===== src/hdl/hrs_pkg.sv =====
`default_nettype none
package hrs_pkg;

   // Result codes
   typedef enum logic [1:0] {
      OUTCOME_OK         = 2'd0,
      OUTCOME_READ_ERROR = 2'd1,
      OUTCOME_MISMATCH   = 2'd2
   } outcome_type;

   // Configuration register indexes
   localparam logic CSR_EXPECTED_STATUS  = 1'b0;
   localparam logic CSR_MAX_HEADER_BYTES = 1'b1;

   localparam int BYTE_W     = 8;
   localparam int STATUS_W   = 10;
   localparam int LIMIT_W    = 16;
   localparam int COUNT_W    = 17;
   localparam int LENGTH_W   = 54;
   localparam int WINDOW_W   = 32;
   localparam int MATCH_W    = 5;
   localparam int CSR_DATA_W = 16;

   localparam logic [STATUS_W-1:0] STATUS_RESET = 10'd200;
   localparam logic [LIMIT_W-1:0]  LIMIT_RESET  = 16'd16384;
   localparam logic [WINDOW_W-1:0] PATTERN_RESET = 32'h3230_3020;

   localparam logic [WINDOW_W-1:0] TERMINATOR_WORD   = 32'h0D0A_0D0A;
   localparam logic [COUNT_W-1:0]  STATUS_CHECK_BYTE = 17'd13;
   localparam logic [LENGTH_W-1:0] LENGTH_GUARD      = 54'd450359962737049;
   localparam logic [MATCH_W-1:0]  PREFIX_LEN        = 5'd16;

   localparam logic [BYTE_W-1:0] CHAR_LF    = 8'h0A;
   localparam logic [BYTE_W-1:0] CHAR_ZERO  = 8'h30;
   localparam logic [BYTE_W-1:0] CHAR_NINE  = 8'h39;
   localparam logic [BYTE_W-1:0] CHAR_SPACE = 8'h20;

   // One scan step's result
   typedef struct packed {
      logic                valid;
      outcome_type         outcome;
      logic [LENGTH_W-1:0] length;
   } scan_result_type;

   // "Content-Length: " one character per position
   function automatic logic [BYTE_W-1:0] prefix_char(input logic [3:0] pos);
      logic [BYTE_W-1:0] ch;
      case (pos)
         4'd0:    ch = 8'h43; // C
         4'd1:    ch = 8'h6F; // o
         4'd2:    ch = 8'h6E; // n
         4'd3:    ch = 8'h74; // t
         4'd4:    ch = 8'h65; // e
         4'd5:    ch = 8'h6E; // n
         4'd6:    ch = 8'h74; // t
         4'd7:    ch = 8'h2D; // -
         4'd8:    ch = 8'h4C; // L
         4'd9:    ch = 8'h65; // e
         4'd10:   ch = 8'h6E; // n
         4'd11:   ch = 8'h67; // g
         4'd12:   ch = 8'h74; // t
         4'd13:   ch = 8'h68; // h
         4'd14:   ch = 8'h3A; // :
         4'd15:   ch = 8'h20; // space
         default: ch = 8'h20;
      endcase
      return ch;
   endfunction

endpackage
`default_nettype wire


===== src/hdl/hrs_csr.sv =====
`default_nettype none
module hrs_csr (
   input  wire logic                             clock,
   input  wire logic                             reset,
   input  wire logic                             csr_write,
   input  wire logic                             csr_index,
   input  wire logic [hrs_pkg::CSR_DATA_W-1:0]   csr_wdata,
   output logic      [hrs_pkg::LIMIT_W-1:0]      max_bytes,
   output logic      [hrs_pkg::WINDOW_W-1:0]     status_pattern
);

   logic [hrs_pkg::STATUS_W-1:0] status_ff;
   logic [hrs_pkg::LIMIT_W-1:0]  limit_ff;
   logic [3:0]                   hundreds_ff;
   logic [3:0]                   hundreds_in;
   logic [6:0]                   rest_ff;
   logic [6:0]                   rest_in;
   logic [hrs_pkg::WINDOW_W-1:0] pattern_ff;
   logic [hrs_pkg::WINDOW_W-1:0] pattern_in;
   logic [15:0]                  hund_prod;
   logic [10:0]                  rest_wide;
   logic [14:0]                  tens_prod;
   logic [3:0]                   tens;
   logic [3:0]                   ones;
   logic [7:0]                   ones_wide;

   // Split status into hundreds and remainder (x*41 >> 12 is x/100 here)
   always_comb begin
      hund_prod   = {6'd0, status_ff} * 16'd41;
      hundreds_in = hund_prod[15:12];
      rest_wide   = {1'b0, status_ff} - (11'(hundreds_in) * 11'd100);
      rest_in     = rest_wide[6:0];
   end

   // Split remainder into tens and ones (x*205 >> 11 is x/10 here)
   always_comb begin
      tens_prod  = {8'd0, rest_ff} * 15'd205;
      tens       = tens_prod[14:11];
      ones_wide  = {1'b0, rest_ff} - (8'(tens) * 8'd10);
      ones       = ones_wide[3:0];
      pattern_in = {hrs_pkg::CHAR_ZERO + 8'(hundreds_ff),
                    hrs_pkg::CHAR_ZERO + 8'(tens),
                    hrs_pkg::CHAR_ZERO + 8'(ones),
                    hrs_pkg::CHAR_SPACE};
   end

   always_ff @(posedge clock) begin
      if (reset) begin
         status_ff   <= hrs_pkg::STATUS_RESET;
         limit_ff    <= hrs_pkg::LIMIT_RESET;
         hundreds_ff <= 4'd2;
         rest_ff     <= 7'd0;
         pattern_ff  <= hrs_pkg::PATTERN_RESET;
      end else begin
         if (csr_write && csr_index == hrs_pkg::CSR_EXPECTED_STATUS) begin
            status_ff <= csr_wdata[hrs_pkg::STATUS_W-1:0];
         end
         if (csr_write && csr_index == hrs_pkg::CSR_MAX_HEADER_BYTES) begin
            limit_ff <= csr_wdata[hrs_pkg::LIMIT_W-1:0];
         end
         hundreds_ff <= hundreds_in;
         rest_ff     <= rest_in;
         pattern_ff  <= pattern_in;
      end
   end

   assign max_bytes      = limit_ff;
   assign status_pattern = pattern_ff;

endmodule
`default_nettype wire


===== src/hdl/hrs_scan.sv =====
`default_nettype none
module hrs_scan (
   input  wire logic                           clock,
   input  wire logic                           reset,
   input  wire logic                           step,
   input  wire logic [hrs_pkg::BYTE_W-1:0]     rx_byte,
   input  wire logic                           read_failed,
   input  wire logic [hrs_pkg::LIMIT_W-1:0]    max_bytes,
   input  wire logic [hrs_pkg::WINDOW_W-1:0]   status_pattern,
   output hrs_pkg::scan_result_type            result
);

   logic [hrs_pkg::WINDOW_W-1:0] window_ff,   window_in;
   logic [hrs_pkg::COUNT_W-1:0]  seen_ff,     seen_in;
   logic                         matched_ff,  matched_in;
   logic [hrs_pkg::LENGTH_W-1:0] length_ff,   length_in;
   logic [hrs_pkg::MATCH_W-1:0]  match_ff,    match_in;
   logic                         digits_ff,   digits_in;
   logic                         line_ff,     line_in;
   logic                         is_digit;
   logic                         clear;
   logic [hrs_pkg::LENGTH_W-1:0] length_x10;

   assign is_digit   = (rx_byte >= hrs_pkg::CHAR_ZERO) && (rx_byte <= hrs_pkg::CHAR_NINE);
   assign length_x10 = (length_ff << 3) + (length_ff << 1)
                     + {{(hrs_pkg::LENGTH_W-4){1'b0}}, rx_byte[3:0]};

   // Next scan state and result for the byte at hand
   always_comb begin
      window_in  = {window_ff[hrs_pkg::WINDOW_W-9:0], rx_byte};
      seen_in    = seen_ff + 17'd1;
      matched_in = matched_ff;
      length_in  = length_ff;
      match_in   = match_ff;
      digits_in  = digits_ff;
      line_in    = line_ff;
      result     = '{valid: 1'b0, outcome: hrs_pkg::OUTCOME_OK, length: '0};
      clear      = 1'b0;

      if (read_failed) begin
         result = '{valid: 1'b1, outcome: hrs_pkg::OUTCOME_READ_ERROR, length: '0};
         clear  = 1'b1;
      end else if (seen_in > {1'b0, max_bytes}) begin
         result = '{valid: 1'b1, outcome: hrs_pkg::OUTCOME_READ_ERROR, length: '0};
         clear  = 1'b1;
      end else begin
         if (seen_in == hrs_pkg::STATUS_CHECK_BYTE) begin
            matched_in = (window_in == status_pattern);
         end

         // Digit accumulation, or prefix match at line start
         if (digits_ff) begin
            if (is_digit) begin
               if ($signed(length_ff) > $signed(hrs_pkg::LENGTH_GUARD)) begin
                  digits_in = 1'b0;
               end else begin
                  length_in = length_x10;
               end
            end else begin
               digits_in = 1'b0;
            end
         end else if (line_ff) begin
            match_in = (rx_byte == hrs_pkg::prefix_char(4'd0)) ? 5'd1 : 5'd0;
            line_in  = 1'b0;
         end else if (match_ff != 5'd0 && match_ff < hrs_pkg::PREFIX_LEN) begin
            if (rx_byte == hrs_pkg::prefix_char(match_ff[3:0])) begin
               match_in = match_ff + 5'd1;
               if (match_in == hrs_pkg::PREFIX_LEN) begin
                  digits_in = 1'b1;
                  length_in = '0;
               end
            end else begin
               match_in = 5'd0;
            end
         end

         if (rx_byte == hrs_pkg::CHAR_LF) begin
            line_in = 1'b1;
         end

         // End of header
         if (window_in == hrs_pkg::TERMINATOR_WORD) begin
            clear = 1'b1;
            if (matched_in) begin
               result = '{valid: 1'b1, outcome: hrs_pkg::OUTCOME_OK, length: length_in};
            end else begin
               result = '{valid: 1'b1, outcome: hrs_pkg::OUTCOME_MISMATCH, length: '0};
            end
         end
      end
   end

   always_ff @(posedge clock) begin
      if (reset || (step && clear)) begin
         window_ff  <= '0;
         seen_ff    <= '0;
         matched_ff <= 1'b0;
         length_ff  <= '1;
         match_ff   <= '0;
         digits_ff  <= 1'b0;
         line_ff    <= 1'b1;
      end else if (step) begin
         window_ff  <= window_in;
         seen_ff    <= seen_in;
         matched_ff <= matched_in;
         length_ff  <= length_in;
         match_ff   <= match_in;
         digits_ff  <= digits_in;
         line_ff    <= line_in;
      end
   end

endmodule
`default_nettype wire


===== src/hdl/http_response_header_scanner_core.sv =====
// HTTP response header scanner. Takes one header byte per transaction on the
// req_ channel and returns at most one rsp_ transaction per header: outcome
// (ok, read error or byte limit, status mismatch) and the parsed
// Content-Length (-1 when absent), issued on the byte that completes
// CR LF CR LF, on a read failure, or when the byte limit is passed; the scan
// then restarts. A byte is taken every cycle unless a stalled result blocks
// the held byte: it is held in the input register, is processed by the
// combinational scan update and lands in the result register.
// The status pattern is rebuilt from expected_status through the
// hundreds/remainder registers and the pattern register after a csr_ write.
`default_nettype none
module http_response_header_scanner_core (
   input  wire logic                                clock,
   input  wire logic                                reset,
   input  wire logic                                req_valid,
   output logic                                     req_stall,
   input  wire logic [7:0]                          req_rx_byte,
   input  wire logic                                req_read_failed,
   output logic                                     rsp_valid,
   input  wire logic                                rsp_stall,
   output logic      [1:0]                          rsp_outcome,
   output logic signed [53:0]                       rsp_content_length,
   input  wire logic                                csr_write,
   input  wire logic                                csr_index,
   input  wire logic [15:0]                         csr_wdata
);

   logic                               in_valid_ff;
   logic [hrs_pkg::BYTE_W-1:0]         in_byte_ff;
   logic                               in_fail_ff;
   logic                               advance;
   logic [hrs_pkg::LIMIT_W-1:0]        max_bytes;
   logic [hrs_pkg::WINDOW_W-1:0]       status_pattern;
   hrs_pkg::scan_result_type           result;
   logic                               out_valid_ff;
   hrs_pkg::outcome_type               out_outcome_ff;
   logic [hrs_pkg::LENGTH_W-1:0]       out_length_ff;

   hrs_csr u_csr (
      .clock          (clock),
      .reset          (reset),
      .csr_write      (csr_write),
      .csr_index      (csr_index),
      .csr_wdata      (csr_wdata),
      .max_bytes      (max_bytes),
      .status_pattern (status_pattern)
   );

   hrs_scan u_scan (
      .clock          (clock),
      .reset          (reset),
      .step           (advance),
      .rx_byte        (in_byte_ff),
      .read_failed    (in_fail_ff),
      .max_bytes      (max_bytes),
      .status_pattern (status_pattern),
      .result         (result)
   );

   // Advance the held byte when the result register is free or draining
   assign advance   = in_valid_ff && (!out_valid_ff || !rsp_stall);
   assign req_stall = in_valid_ff && !advance;

   // Input register
   always_ff @(posedge clock) begin
      if (reset) begin
         in_valid_ff <= 1'b0;
      end else if (!req_stall) begin
         in_valid_ff <= req_valid;
      end
      if (req_valid && !req_stall) begin
         in_byte_ff <= req_rx_byte;
         in_fail_ff <= req_read_failed;
      end
   end

   // Result register: load on a result, drop once taken
   always_ff @(posedge clock) begin
      if (reset) begin
         out_valid_ff <= 1'b0;
      end else if (advance && result.valid) begin
         out_valid_ff <= 1'b1;
      end else if (!rsp_stall) begin
         out_valid_ff <= 1'b0;
      end
      if (advance && result.valid) begin
         out_outcome_ff <= result.outcome;
         out_length_ff  <= result.length;
      end
   end

   assign rsp_valid          = out_valid_ff;
   assign rsp_outcome        = out_outcome_ff;
   assign rsp_content_length = $signed(out_length_ff);

endmodule
`default_nettype wire


===== config.mk =====
export PLATFORM = sky130hd
export DESIGN_NAME = http_response_header_scanner_core
export DESIGN_NICKNAME = d
export VERILOG_FILES = /design/src/hdl/hrs_pkg.sv /design/src/hdl/hrs_csr.sv /design/src/hdl/hrs_scan.sv /design/src/hdl/http_response_header_scanner_core.sv
export SDC_FILE = /design/constraint.sdc
export NUM_CORES = 1
export LEC_CHECK = 0
export BUFFER_PORTS_ARGS = -buffer_cell sky130_fd_sc_hd__buf_2
export CAP_MARGIN = 20
export CORE_AREA = 2 2 161 163
export DETAILED_ROUTE_END_ITERATION = 12
export DIE_AREA = 0 0 163 165
export PLACE_DENSITY = 0.92
export SYNTH_ARGS = -nofsm -noshare
export SYNTH_HDL_FRONTEND = slang
export SYNTH_HIERARCHICAL = 1
export SYNTH_SLANG_ARGS = --single-unit
export TNS_END_PERCENT = 30

===== constraint.sdc =====
create_clock -name clock -period 8.2 [get_ports clock]
set_input_delay 2.46 -clock clock [delete_from_list [all_inputs] [get_ports clock]]
set_output_delay 2.46 -clock clock [all_outputs]
set_load 0.02 [all_outputs]

### Yosys cells after proc, flatten, opt, wreduce, memory -nomap -nowiden

Memories as Yosys holds them, arrays and structs flattened. A register that Yosys moved wholly into a read port is not among the register bits.
Index checks and enable logic that the tools add are counted.

* flip-flop bits (word level): 239
* input port bits: 31
* latch bits: 0
* bits in read-only memories: 112
* memories: 1
* RAM bits: 0

* bitwise logic cells: 6
* mux-type cells: 39
* add/subtract/negate cells: 9
* $mul: 4
* reductions and logical operators: 23
* shift operators: 0
* $lt $le $gt $ge: 5
* divide/modulo/power cells: 0
* eq/ne operators: 9

Memory list
* (name not given): words 16, width 7, read ports 1, clocked after Yosys merged registers in 1, write ports 0, RTL line hrs_pkg.sv:48 `case (pos)`

Operators by type and width (number)
* 54-bit 2-to-1 mux: 7
* 57-bit 2-to-1 mux: 3
* 56-bit 2-to-1 mux: 1
* 54-bit by 4-bit adder with 54-bit output: 1
* 54-bit adder: 1
* 54-bit by 50-bit > comparator with 1-bit output, second input constant: 1
* 8-bit 2-to-1 mux: 5
* 32-bit by 28-bit equality test with 1-bit output, second input constant: 1
* 32-bit equality test: 1
* 6-bit by 4-bit adder with 7-bit output, first input constant: 3
* 1-bit 2-to-1 mux: 18
* 17-bit by 1-bit adder with 17-bit output, second input constant: 1
* 17-bit by 4-bit equality test with 1-bit output, second input constant: 1
* 17-bit by 16-bit > comparator with 1-bit output: 1
* 10-bit by 6-bit multiplier with 16-bit output, second input constant: 1
* 7-bit by 8-bit multiplier with 15-bit output, second input constant: 1
* 5-bit 2-to-1 mux: 3
* 1-bit logical AND: 9
* 8-bit by 4-bit equality test with 1-bit output, second input constant: 1
* 8-bit by 7-bit equality test with 1-bit output, second input constant: 1
* 8-bit equality test: 1
* 8-bit by 6-bit >= comparator with 1-bit output, second input constant: 1
* 8-bit by 6-bit less-or-equal comparator with 1-bit output, second input constant: 1
* 4-bit 2-to-1 mux: 2
* 20 further kinds: 29

### Logic depth before layout (Yosys ltp)

Gate-level depths: netlist of the first run.

* depth in word-level cells: 18
* gate-level depth with buffers: 20
* gate-level depth less buffers: 20

### Modules after synthesis

Netlist of the first run, hierarchy kept.

By module, submodules not included
* hrs_scan: instances 1, cells an instance 1290, area an instance 10102.2 um2
* hrs_csr: instances 1, cells an instance 391, area an instance 3525.9 um2
* http_response_header_scanner_core: instances 1, cells an instance 77, area an instance 2045.7 um2

### Worst setup path before layout of the first run

Ideal clock, no wire load.

* kind: register to register
* start point: reg u_scan/seen_ff[0] in the netlist's numbering
* end point: reg out_length_ff (netlist bit rsp_content_length[0]) (enable)
* cell stages (with the launch flop): 14
* data required time: 7.712 ns
* arrival: 5.526 ns
* period minus slack after synthesis: 6.014 ns
* setup slack: 2.186 ns
* cells stage by stage: dfxtp_1 > ha_1 > nand3_1 > nor4_2 > xor2_1 > ha_1 > nand2_1 > nor4_1 > a21boi_0 > o31ai_1 > and2_1 > nand2b_1 > nand2_1 > a21oi_1

RTL lines
* start: declaration: RTL line hrs_scan.sv:14 `logic [hrs_pkg::COUNT_W-1:0] seen_ff, seen_in;`
* start signal: assignment: RTL line hrs_scan.sv:104 `seen_ff <= seen_in;`
* end signal: assignment: RTL line http_response_header_scanner_core.sv:88 `out_length_ff <= result.length;`
* end: declaration: RTL line http_response_header_scanner_core.sv:37 `logic [hrs_pkg::LENGTH_W-1:0] out_length_ff;`

==> impl_metrics.yaml, run 1 <==
run_status:
  status: "finished, final reports clean"
clock_tree:
  clk_latency_ps: 530
  post-cts-setup-buffer-count: 0
  ctsResizeCount: 0
  path_clk_slew_ps: 60
  numCtsBuffers: 25
  cts_tree: "yes"
  postCtsHoldBufs: 0
  cts_buffer_depth: 3
  clock_tree.root_cell: "clkbuf_16"
  clock_sinks: 226
  cts.htree.levels: 1
floorplan:
  io_pins: 89
  initial_core_util: 0.626
  rows: 58
  fp.dieArea_mm2: 0.0269
  core_mm2: 0.0250
  fp.dieW_um: 163
  dieHeight_um: 165
synth:
  synthDistinctLibCells: 81
  synth_area_mm2: 0.0157
  synthArstFlopShare: 0
  ys.flop_type: "dfxtp_1"
  yosysWarnings: 6
  synth-seq-cells: 226
  synth_top_cell_by_area: "dfxtp_1"
  synth_most_common_cell: "ha_1"
  synth_area_per_cell_um2: 8.92
  netlist_instances: 1758
  yosys-top-cells-area: "dfxtp_1 (21%), ha_1 (16%), edfxtp_1 (12%)"
  synthTopCellsByCount: "ha_1 (198), nand2_1 (168), dfxtp_1 (161), nor2_1 (161), a21oi_1 (146)"
  ys_seq_area_frac: 0.330
  synth_top_area_frac: 0.206
  synth_edf_count: 65
critical_path:
  cp-start-kind: "flop"
  endpoint_kind: "flop"
  slowest_stage: "a21oi_1"
  startpoint: "u_scan/seen_ff[0]"
  r2r-start: "u_scan/seen_ff[0]"
  critPathArrivalTime_ps: 5920
  cp_num_buf_inv: 0
  max_stage_delay_ps: 810
  required_ps: 8550
  critPathMostFrequentCell: "ha_1"
  cp_num_cells: 17
  crit_type: "flop to flop"
  worst_path_dominant_cell_family: "compound AO/OA/AOI/OAI gates"
  cp_cell_sequence: "ha_1 -> nand3_1 -> nor2_1 -> and3_1 -> xor2_1 -> ha_1 -> a211o_1 -> o211ai_1 -> a21oi_1 -> o31ai_1 -> and2_1 -> nand2b_1 -> a21oi_1 -> and2_1 -> ha_1 -> a211oi_1 -> o21ai_0"
  reg2reg_depth: 17
  reg2reg_slack_ps: 2630
  cp_max_fo: 12
final_layout:
  fin_util: 0.678
  nFillCells: 1909
  area_growth_pct: 8.23
  fin_nets: 2046
  drive_gt1_frac: 0.0913
grt:
  grtUsageTotal: 0.297
  grt_max_degree: 57
  grt_pass1_wl_mm: 64.8
  antenna_found_initial: 1
  grt_pass1_vias: 13200
  grt_overflow_total: 0
timing:
  fmax_mhz: 180
  rsz0062_at_grt: "false"
  tns_ps: 0
  timing.final.crit_share: 0.679
  finalClockSkew_ps: 10.1
  slew_headroom: 0.231
  final-max-slew-violation-count: 0
  fin_crit_ps: 5570
  finalSetupViolations: 0
  final-hold-violation-count: 0
  worst_slew_pin_slew_ps: 1150
detailed_routing:
  firstDrtPassIters: 5
  wl_per_cell_um: 18.7
  wl_mm: 40.3
  drtIter0Drc: 1122
  drtAntennaViolNets: 0
  vias: 13500
  drc: 0
  routed_via_density: 6.28
place:
  portBuffers: 88
  place.gp.congestion: 0.942
  dp_hpwl_mm: 29.2
pwr:
  max-vdd-ir-drop_mv: 0.152
  power_density_mw_per_mm2: 189
  total_leakage_power_nw: 7.86
worst_hold_path:
  whs_path_depth: 1
  hold_class: "flop to flop"
flow_run:
  drv_cap: 0
## power breakdown
group	total [mW]	internal, mW	switching (mW)
clock	1.05	0.599	0.449
combinational	0.926	0.388	0.538
sequential	1.24	1.19	0.0454
## area by class of cell
class | instances | area [µm²] | share of cell area
multi-input cells | 1369 | 9790 | 0.577
clock buffers | 39 | 718 | 0.0423
diodes | 1 | 2.50 | 0.000148
repair buffers | 96 | 520 | 0.0307
well taps | 330 | 413 | 0.0243
inverters | 83 | 317 | 0.0187
clock inverters | 6 | 32.5 | 0.00192
flip-flops and latches | 226 | 5170 | 0.305
## worst min path at each step
| stage | from | to | slack, ps |
|---|---|---|---|
| after CTS | u_csr/hundreds_ff[1] | u_csr/status_pattern[25] | 440 |
| final | u_csr/hundreds_ff[1] | u_csr/status_pattern[25] | 440 |
| after global placement | u_csr/hundreds_ff[1] | u_csr/status_pattern[25] | 390 |
| after detailed placement | u_csr/hundreds_ff[1] | u_csr/status_pattern[25] | 430 |
| after global routing | u_csr/hundreds_ff[1] | u_csr/status_pattern[25] | 440 |
| after floorplan | u_csr/hundreds_ff[1] | u_csr/status_pattern[25] | 390 |
## kinds of logic (layout without fill, tap and decap cells)
family,count (synthesis),after routing,synth area share
DFF,226,226,0.330
AOI/OAI and AO/OA,416,416,0.174
adders and majority gates,214,214,0.178
and+or+nand+nor,554,554,0.171
xor gates and xnor gates,131,131,0.0732
other,2,21,0.000479
muxes,34,34,0.0220
buffers and inverters,181,224,0.0513
## stage by stage
step	setup WS (ps)	power [mW]	std cells	hold slack (ps)	cell area (µm²)
after global placement	2800	2.07	2103	391	16200
after CTS	2720	3.21	2148	443	16900
after global routing	2260	3.37	2149	444	17000
after floorplan	2190	1.93	1776	389	15700
final	2630	3.21	2150	435	17000
after detailed placement	2720	2.14	2103	425	16200
## flip-flops by register name, indices dropped and copies added (netlist names), 2 cells and up, named ones only
name / flops
u_scan/window_ff: 24
u_csr/hundreds_ff: 4
u_scan/seen_ff: 17
u_csr/status_ff: 10
u_scan/length_ff: 54
u_scan/match_ff: 5
rsp_outcome: 2
in_byte_ff: 8
rsp_content_length: 54
u_csr/rest_ff: 7
u_csr/status_pattern: 12
u_csr/max_bytes: 16
## metal layers
layer	vias up	track usage	share of wire
met4	0	0.140	0.044
met5	-	0	0
met1	6322	0.371	0.41
li1	6409	-	-
met2	647	0.505	0.48
met3	127	0.0439	0.073
## placed cells by master (no fill, tap or decap), types with 64 or more instances in the layout
cell type	instances
dfxtp_1	161
xor2_1	74
ha_1	198
inv_1	82
nor2_1	159
buf_2	88
o21ai_0	64
edfxtp_1	65
a21oi_1	145
nand2_1	168
Power figures use the tool's default switching activity.
==> inputs of run 2 (changes only) <==
--- a/config.mk
+++ b/config.mk
@@ -5,12 +5,13 @@
 export SDC_FILE = /design/constraint.sdc
 export NUM_CORES = 1
 export LEC_CHECK = 0
+export ABC_AREA = 1
 export BUFFER_PORTS_ARGS = -buffer_cell sky130_fd_sc_hd__buf_2
 export CAP_MARGIN = 20
-export CORE_AREA = 2 2 161 163
+export CORE_AREA = 2 2 176 178
 export DETAILED_ROUTE_END_ITERATION = 12
-export DIE_AREA = 0 0 163 165
-export PLACE_DENSITY = 0.92
+export DIE_AREA = 0 0 178 180
+export PLACE_DENSITY = 0.88
 export SYNTH_ARGS = -nofsm -noshare
 export SYNTH_HDL_FRONTEND = slang
 export SYNTH_HIERARCHICAL = 1
==> constraint.sdc (replaced) <==
create_clock -name clock -period 4.5 [get_ports clock]
set_input_delay 1.35 -clock clock [delete_from_list [all_inputs] [get_ports clock]]
set_output_delay 1.35 -clock clock [all_outputs]
set_load 0.02 [all_outputs]
==> impl_metrics.yaml, run 2 <==
run_status:
  status: "finished, final reports clean"
synth:
  netlist_instances: 2276
  yosys-top-cells-area: "dfxtp_1 (19%), ha_1 (15%), edfxtp_1 (12%)"
  synth_area_per_cell_um2: 7.43
  synthTopCellsByCount: "nand2_1 (382), nor2_1 (286), inv_1 (249)"
  ys.flop_type: "dfxtp_1"
  ys_seq_area_frac: 0.306
  synthArstFlopShare: 0
  synthDistinctLibCells: 55
  synth_most_common_cell: "nand2_1"
  synth-seq-cells: 226
  synth_area_mm2: 0.0169
  yosysWarnings: 6
  synth_edf_count: 65
  synth_top_area_frac: 0.191
  synth_top_cell_by_area: "dfxtp_1"
detailed_routing:
  firstDrtPassIters: 5
  routed.top_layer: "met4"
  wl_per_cell_um: 15.5
  met1_length_mm: 17.8
  wl_mm: 42.7
  drtAntennaViolNets: 0
  wl_met3_mm: 2.07
  routed_via_density: 5.65
  vias: 15600
  met2RoutedLength_mm: 21.2
  drtIter0Drc: 1089
  drc: 0
pwr:
  p_comb_frac: 0.427
  power.switching_mw: 3.03
  p_int_mw: 4.63
  max-vdd-ir-drop_mv: 0.297
  power_density_mw_per_mm2: 415
  p_seq_frac: 0.308
  total_leakage_power_nw: 8.88
  clockPowerShare: 0.265
  swShare: 0.395
  finalPower_mw: 7.65
flow_run:
  drv_cap: 0
timing:
  worst_slew_pin_slew_ps: 908
  timing.final.crit_share: 0.931
  final-max-slew-violation-count: 0
  finalSetupViolations: 0
  fmax_mhz: 239
  finalClockSkew_ps: 14.3
  tns_ps: 0
  final-hold-violation-count: 0
  fin_crit_ps: 4190
  slew_headroom: 0.394
  rsz0062_at_grt: "false"
final_layout:
  final_common_cell: "nand2_1"
  fin_nets: 2582
  stdcell_count: 2752
  drive_gt1_frac: 0.0862
  area_growth_pct: 9.22
  final_cell_mix: "nand2_1 (381), nor2_1 (285), inv_1 (247)"
  nFillCells: 2615
  fin_util: 0.612
critical_path:
  critPathMostFrequentCell: "ha_1"
  crit_type: "flop to flop"
  required_ps: 4990
  reg2reg_slack_ps: 310
  cp-start-kind: "flop"
  critPathArrivalTime_ps: 4680
  slowest_stage: "fa_1"
  max_stage_delay_ps: 470
  cp_max_fo: 5
  endpoint_kind: "flop"
  cp_cell_sequence: "ha_1 -> fa_1 -> ha_1 -> ha_1 -> a21oi_1 -> nor2_1 -> o21ai_0 -> nand3_1 -> or2_1 -> nand2_1 -> inv_1 -> ha_1 -> inv_1 -> ha_1 -> nand2_1 -> nor2_1 -> a211oi_1 -> nand3b_1 -> nand2_1 -> nand3_1 -> nand2_1 -> nor2_1"
grt:
  grt_overflow_total: 0
  grt_pass1_vias: 15300
  grt_pass1_wl_mm: 71.0
  grt_max_degree: 100
  antenna_found_initial: 0
  grtUsageTotal: 0.264
floorplan:
  dieHeight_um: 180
  rows: 64
  fp.dieArea_mm2: 0.0320
  initial_core_util: 0.560
  core_mm2: 0.0302
  fp.dieW_um: 178
  io_pins: 89
place:
  portBuffers: 88
  dp_cells: 2700
  place.gp.congestion: 0.963
  dp_hpwl_mm: 32.3
clock_tree:
  clk_latency_ps: 550
  ctsResizeCount: 0
  numCtsBuffers: 24
  post-cts-setup-buffer-count: 0
  path_clk_slew_ps: 70
  cts.htree.levels: 1
  cts_buffer_depth: 3
  clock_sinks: 226
  cts_tree: "yes"
  clock_tree.root_cell: "clkbuf_16"
  postCtsHoldBufs: 0
worst_hold_path:
  hold_class: "flop to flop"
run 2: changes by cell type after synthesis, sizes merged, moves of 29 or more:
cell / previous run / this run
xor2: 74 / 45
o21ai: 67 / 217
inv: 82 / 254
nor2: 162 / 298
mux2i: 31 / 0
a22oi: 29 / 0
nand2: 168 / 389
nand3: 37 / 95
a21oi: 147 / 191
run 2: cell families after synthesis:
family          Yosys count  synth area share
buf+inv                 349            0.0867
other cells               2          0.000444
fa+ha+maj               214             0.165
simple gates            864             0.216
compound gates          525             0.174
xor+xnor                 96            0.0506
flops                   226             0.306
run 2: path summary, 6_finish.rpt:
path                              endpoint  cells past startpoint                 start
hold / removal    u_csr/status_pattern[24]                      2  u_csr/hundreds_ff[0]
setup / recovery          u_csr/rest_ff[6]                     22    u_csr/status_ff[5]
setup reg to reg          u_csr/rest_ff[6]                     22    u_csr/status_ff[5]
hold reg to reg   u_csr/status_pattern[24]                      2  u_csr/hundreds_ff[0]
run 2: critical path: cells and delay by family, from the launching register on:
kind | cells | cell delay [ps]
simple gates | 11 | 1060
flops | 1 | 420
fa+ha+maj | 6 | 1930
compound gates | 3 | 630
buf+inv | 2 | 90
run 2: per-layer routing:
layer	GRT usage	vias to the layer above
li1	-	7752
met1	0.321	7230
met2	0.469	462
met3	0.0309	113
met4	0.107	0
met5	0	-
run 2: area by class of cell:
cell class	count	area (µm²)	share of cell area
Antenna cell	1	2.50	0.000136
Clock buffer	33	706	0.0382
Clock inverter	11	115	0.00623
Inverter	256	961	0.0520
Multi-Input combinational cell	1719	10400	0.561
Sequential cell	226	5170	0.280
Tap cell	396	495	0.0268
Timing Repair Buffer	110	656	0.0355
run 2: power groups by stage:
stage / Combinational [mW] / Sequential, mW / Clock, mW
5_1_grt: 3.70 / 2.38 / 2.14
2_1_floorplan: 2.49 / 2.38 / 0
3_3_place_gp: 3.14 / 2.40 / 0
4_1_cts: 3.24 / 2.36 / 2.06
3_5_place_dp: 3.22 / 2.40 / 0
6_report: 3.27 / 2.36 / 2.02
run 2: metrics by stage:
step,hold slack (ps),setup slack [ps],area (µm²)
after floorplan,388,325,17000
after global placement,393,419,17600
after detailed placement,392,322,17600
after CTS,400,327,18400
after global routing,409,48.2,18500
final,401,310,18500
==> inputs of run 3 (changes only) <==
--- a/config.mk
+++ b/config.mk
@@ -8,9 +8,9 @@
 export ABC_AREA = 1
 export BUFFER_PORTS_ARGS = -buffer_cell sky130_fd_sc_hd__buf_2
 export CAP_MARGIN = 20
-export CORE_AREA = 2 2 176 178
+export CORE_AREA = 4 4 178 180
 export DETAILED_ROUTE_END_ITERATION = 12
-export DIE_AREA = 0 0 178 180
+export DIE_AREA = 0 0 182 184
 export PLACE_DENSITY = 0.88
 export SYNTH_ARGS = -nofsm -noshare
 export SYNTH_HDL_FRONTEND = slang
==> impl_metrics.yaml, run 3 (synthesis gave the netlist of run 2 again) <==
place:
  placed_cell_area_mm2: 0.0176
  portBuffers: 88
  place.gp.congestion: 0.962
  post-place-ws_ps: 288
  dp_hpwl_mm: 32.2
final_layout:
  seqCellArea_mm2: 0.00518
  diodes: 0
  final_cell_area_mm2: 0.0186
  drive_gt1_frac: 0.0901
  area_growth_pct: 9.83
  fin_nets: 2578
  final_common_cell: "nand2_1"
  final_cell_mix: "nand2_1 (380), nor2_1 (285), inv_1 (247)"
  nFillCells: 2601
  multiInputGateArea_mm2: 0.0104
  fin_util: 0.615
timing:
  worst_slew_pin_slew_ps: 986
  whs_ps: 400
  timing.final.crit_share: 0.954
  final-hold-violation-count: 0
  finalWorstSetupSlack_ps: 205
  finalSetupViolations: 0
  finalClockSkew_ps: 22.7
  fin_crit_ps: 4300
  tns_ps: 0
  slew_headroom: 0.342
  fmax_mhz: 233
  final-max-slew-violation-count: 0
detailed_routing:
  drc: 0
  wl_mm: 42.9
  routed_via_density: 5.67
  drtAntennaViolNets: 0
  wl_per_cell_um: 15.6
  firstDrtPassIters: 5
  drtIter0Drc: 1263
  vias: 15600
grt:
  grt_pass1_wl_mm: 71.7
  antenna_found_initial: 0
  grt_overflow_total: 0
  grtUsageTotal: 0.251
  grt_max_degree: 100
  grt_pass1_vias: 15200
worst_hold_path:
  hold_class: "flop to flop"
clock_tree:
  path_clk_slew_ps: 60
  clk_latency_ps: 560
  cts_tree: "yes"
  postCtsHoldBufs: 0
  clock_sinks: 226
  clock_tree.root_cell: "clkbuf_16"
  cts_buffer_depth: 3
  numCtsBuffers: 25
  cts.htree.levels: 1
floorplan:
  fp.dieW_um: 182
  core_mm2: 0.0302
  rows: 64
  io_pins: 89
  fp.dieArea_mm2: 0.0335
  initial_core_util: 0.560
  dieHeight_um: 184
pwr:
  total_leakage_power_nw: 8.93
  power_density_mw_per_mm2: 431
  max-vdd-ir-drop_mv: 0.346
critical_path:
  cp-start-kind: "flop"
  critPathArrivalTime_ps: 4740
  cp_max_fo: 4
  crit_type: "flop to flop"
  endpoint_kind: "flop"
  required_ps: 4940
flow_run:
  drv_cap: 0
run_status:
  status: "finished, final reports clean"
## run 3: cell count changes in the layout (fill, tap and decap cells not counted), sizes merged
cell      before  now
buf          110  105
bufinv         1    3
clkinv         9    7
clkinvlp       3    2
diode          1    0
inv          254  257
## run 3: path summary, 6_finish.rpt
path | startpoint | endpoint | slack, ps | cells after the start
worst max-delay path | u_csr/rest_ff[4] | u_csr/status_pattern[11] | 200 | 22
worst min-delay path | u_csr/hundreds_ff[3] | u_csr/status_pattern[27] | 400 | 2
worst max register to register | u_csr/rest_ff[4] | u_csr/status_pattern[11] | 200 | 22
worst min register to register | u_csr/hundreds_ff[3] | u_csr/status_pattern[27] | 400 | 2
## run 3: worst max-delay path, stage by stage (launching register included)
cell and delay, ps:
dfxtp_2 350, ha_1 300, ha_1 300, fa_1 510
inv_1 50, fa_1 500, inv_1 40, ha_1 300
nand2_1 90, inv_1 50, nand2_1 60, nand2_1 50
nand2_1 60, nand2_2 70, xor2_2 180, ha_1 210
fa_1 410, xnor2_2 170, nand3b_1 180, nand2_1 110
nand2_1 70, nand2_1 90, nor2_2 40
## run 3: metrics by stage
| stage | power [mW] | std cells |
|---|---|---|
| 5_1_grt | 8.61 | 2748 |
| 2_1_floorplan | 4.87 | 2294 |
| 4_1_cts | 7.91 | 2746 |
| 6_report | 8.00 | 2748 |
| 3_5_place_dp | 5.63 | 2700 |
| 3_3_place_gp | 5.54 | 2700 |
## run 3: timing repair
item                       in CTS  in global routing
setup buffers                   0                  1
setup endpoints to repair       0                  3
resized for setup               0                 11
## run 3: power by group
part	internal (mW)	total [mW]	leakage (nW)	switching, mW
clock	1.34	2.24	0.447	0.898
combinational	1.29	3.39	6.50	2.10
sequential	2.24	2.37	1.98	0.134
total	4.87	8.00	8.93	3.13
## run 3: final cells by class
type / instances / area share
Sequential cell: 226 / 0.279
Tap cell: 396 / 0.0267
Clock inverter: 13 / 0.00910
Clock buffer: 33 / 0.0398
Timing Repair Buffer: 105 / 0.0340
Multi-Input combinational cell: 1719 / 0.560
Inverter: 256 / 0.0518
## run 3: per-layer routing
metal,up-vias,share of wire,GRT usage
met5,-,0,0
li1,7749,-,-
met4,0,0.032,0.0829
met2,504,0.50,0.461
met1,7225,0.41,0.305
met3,96,0.056,0.0326
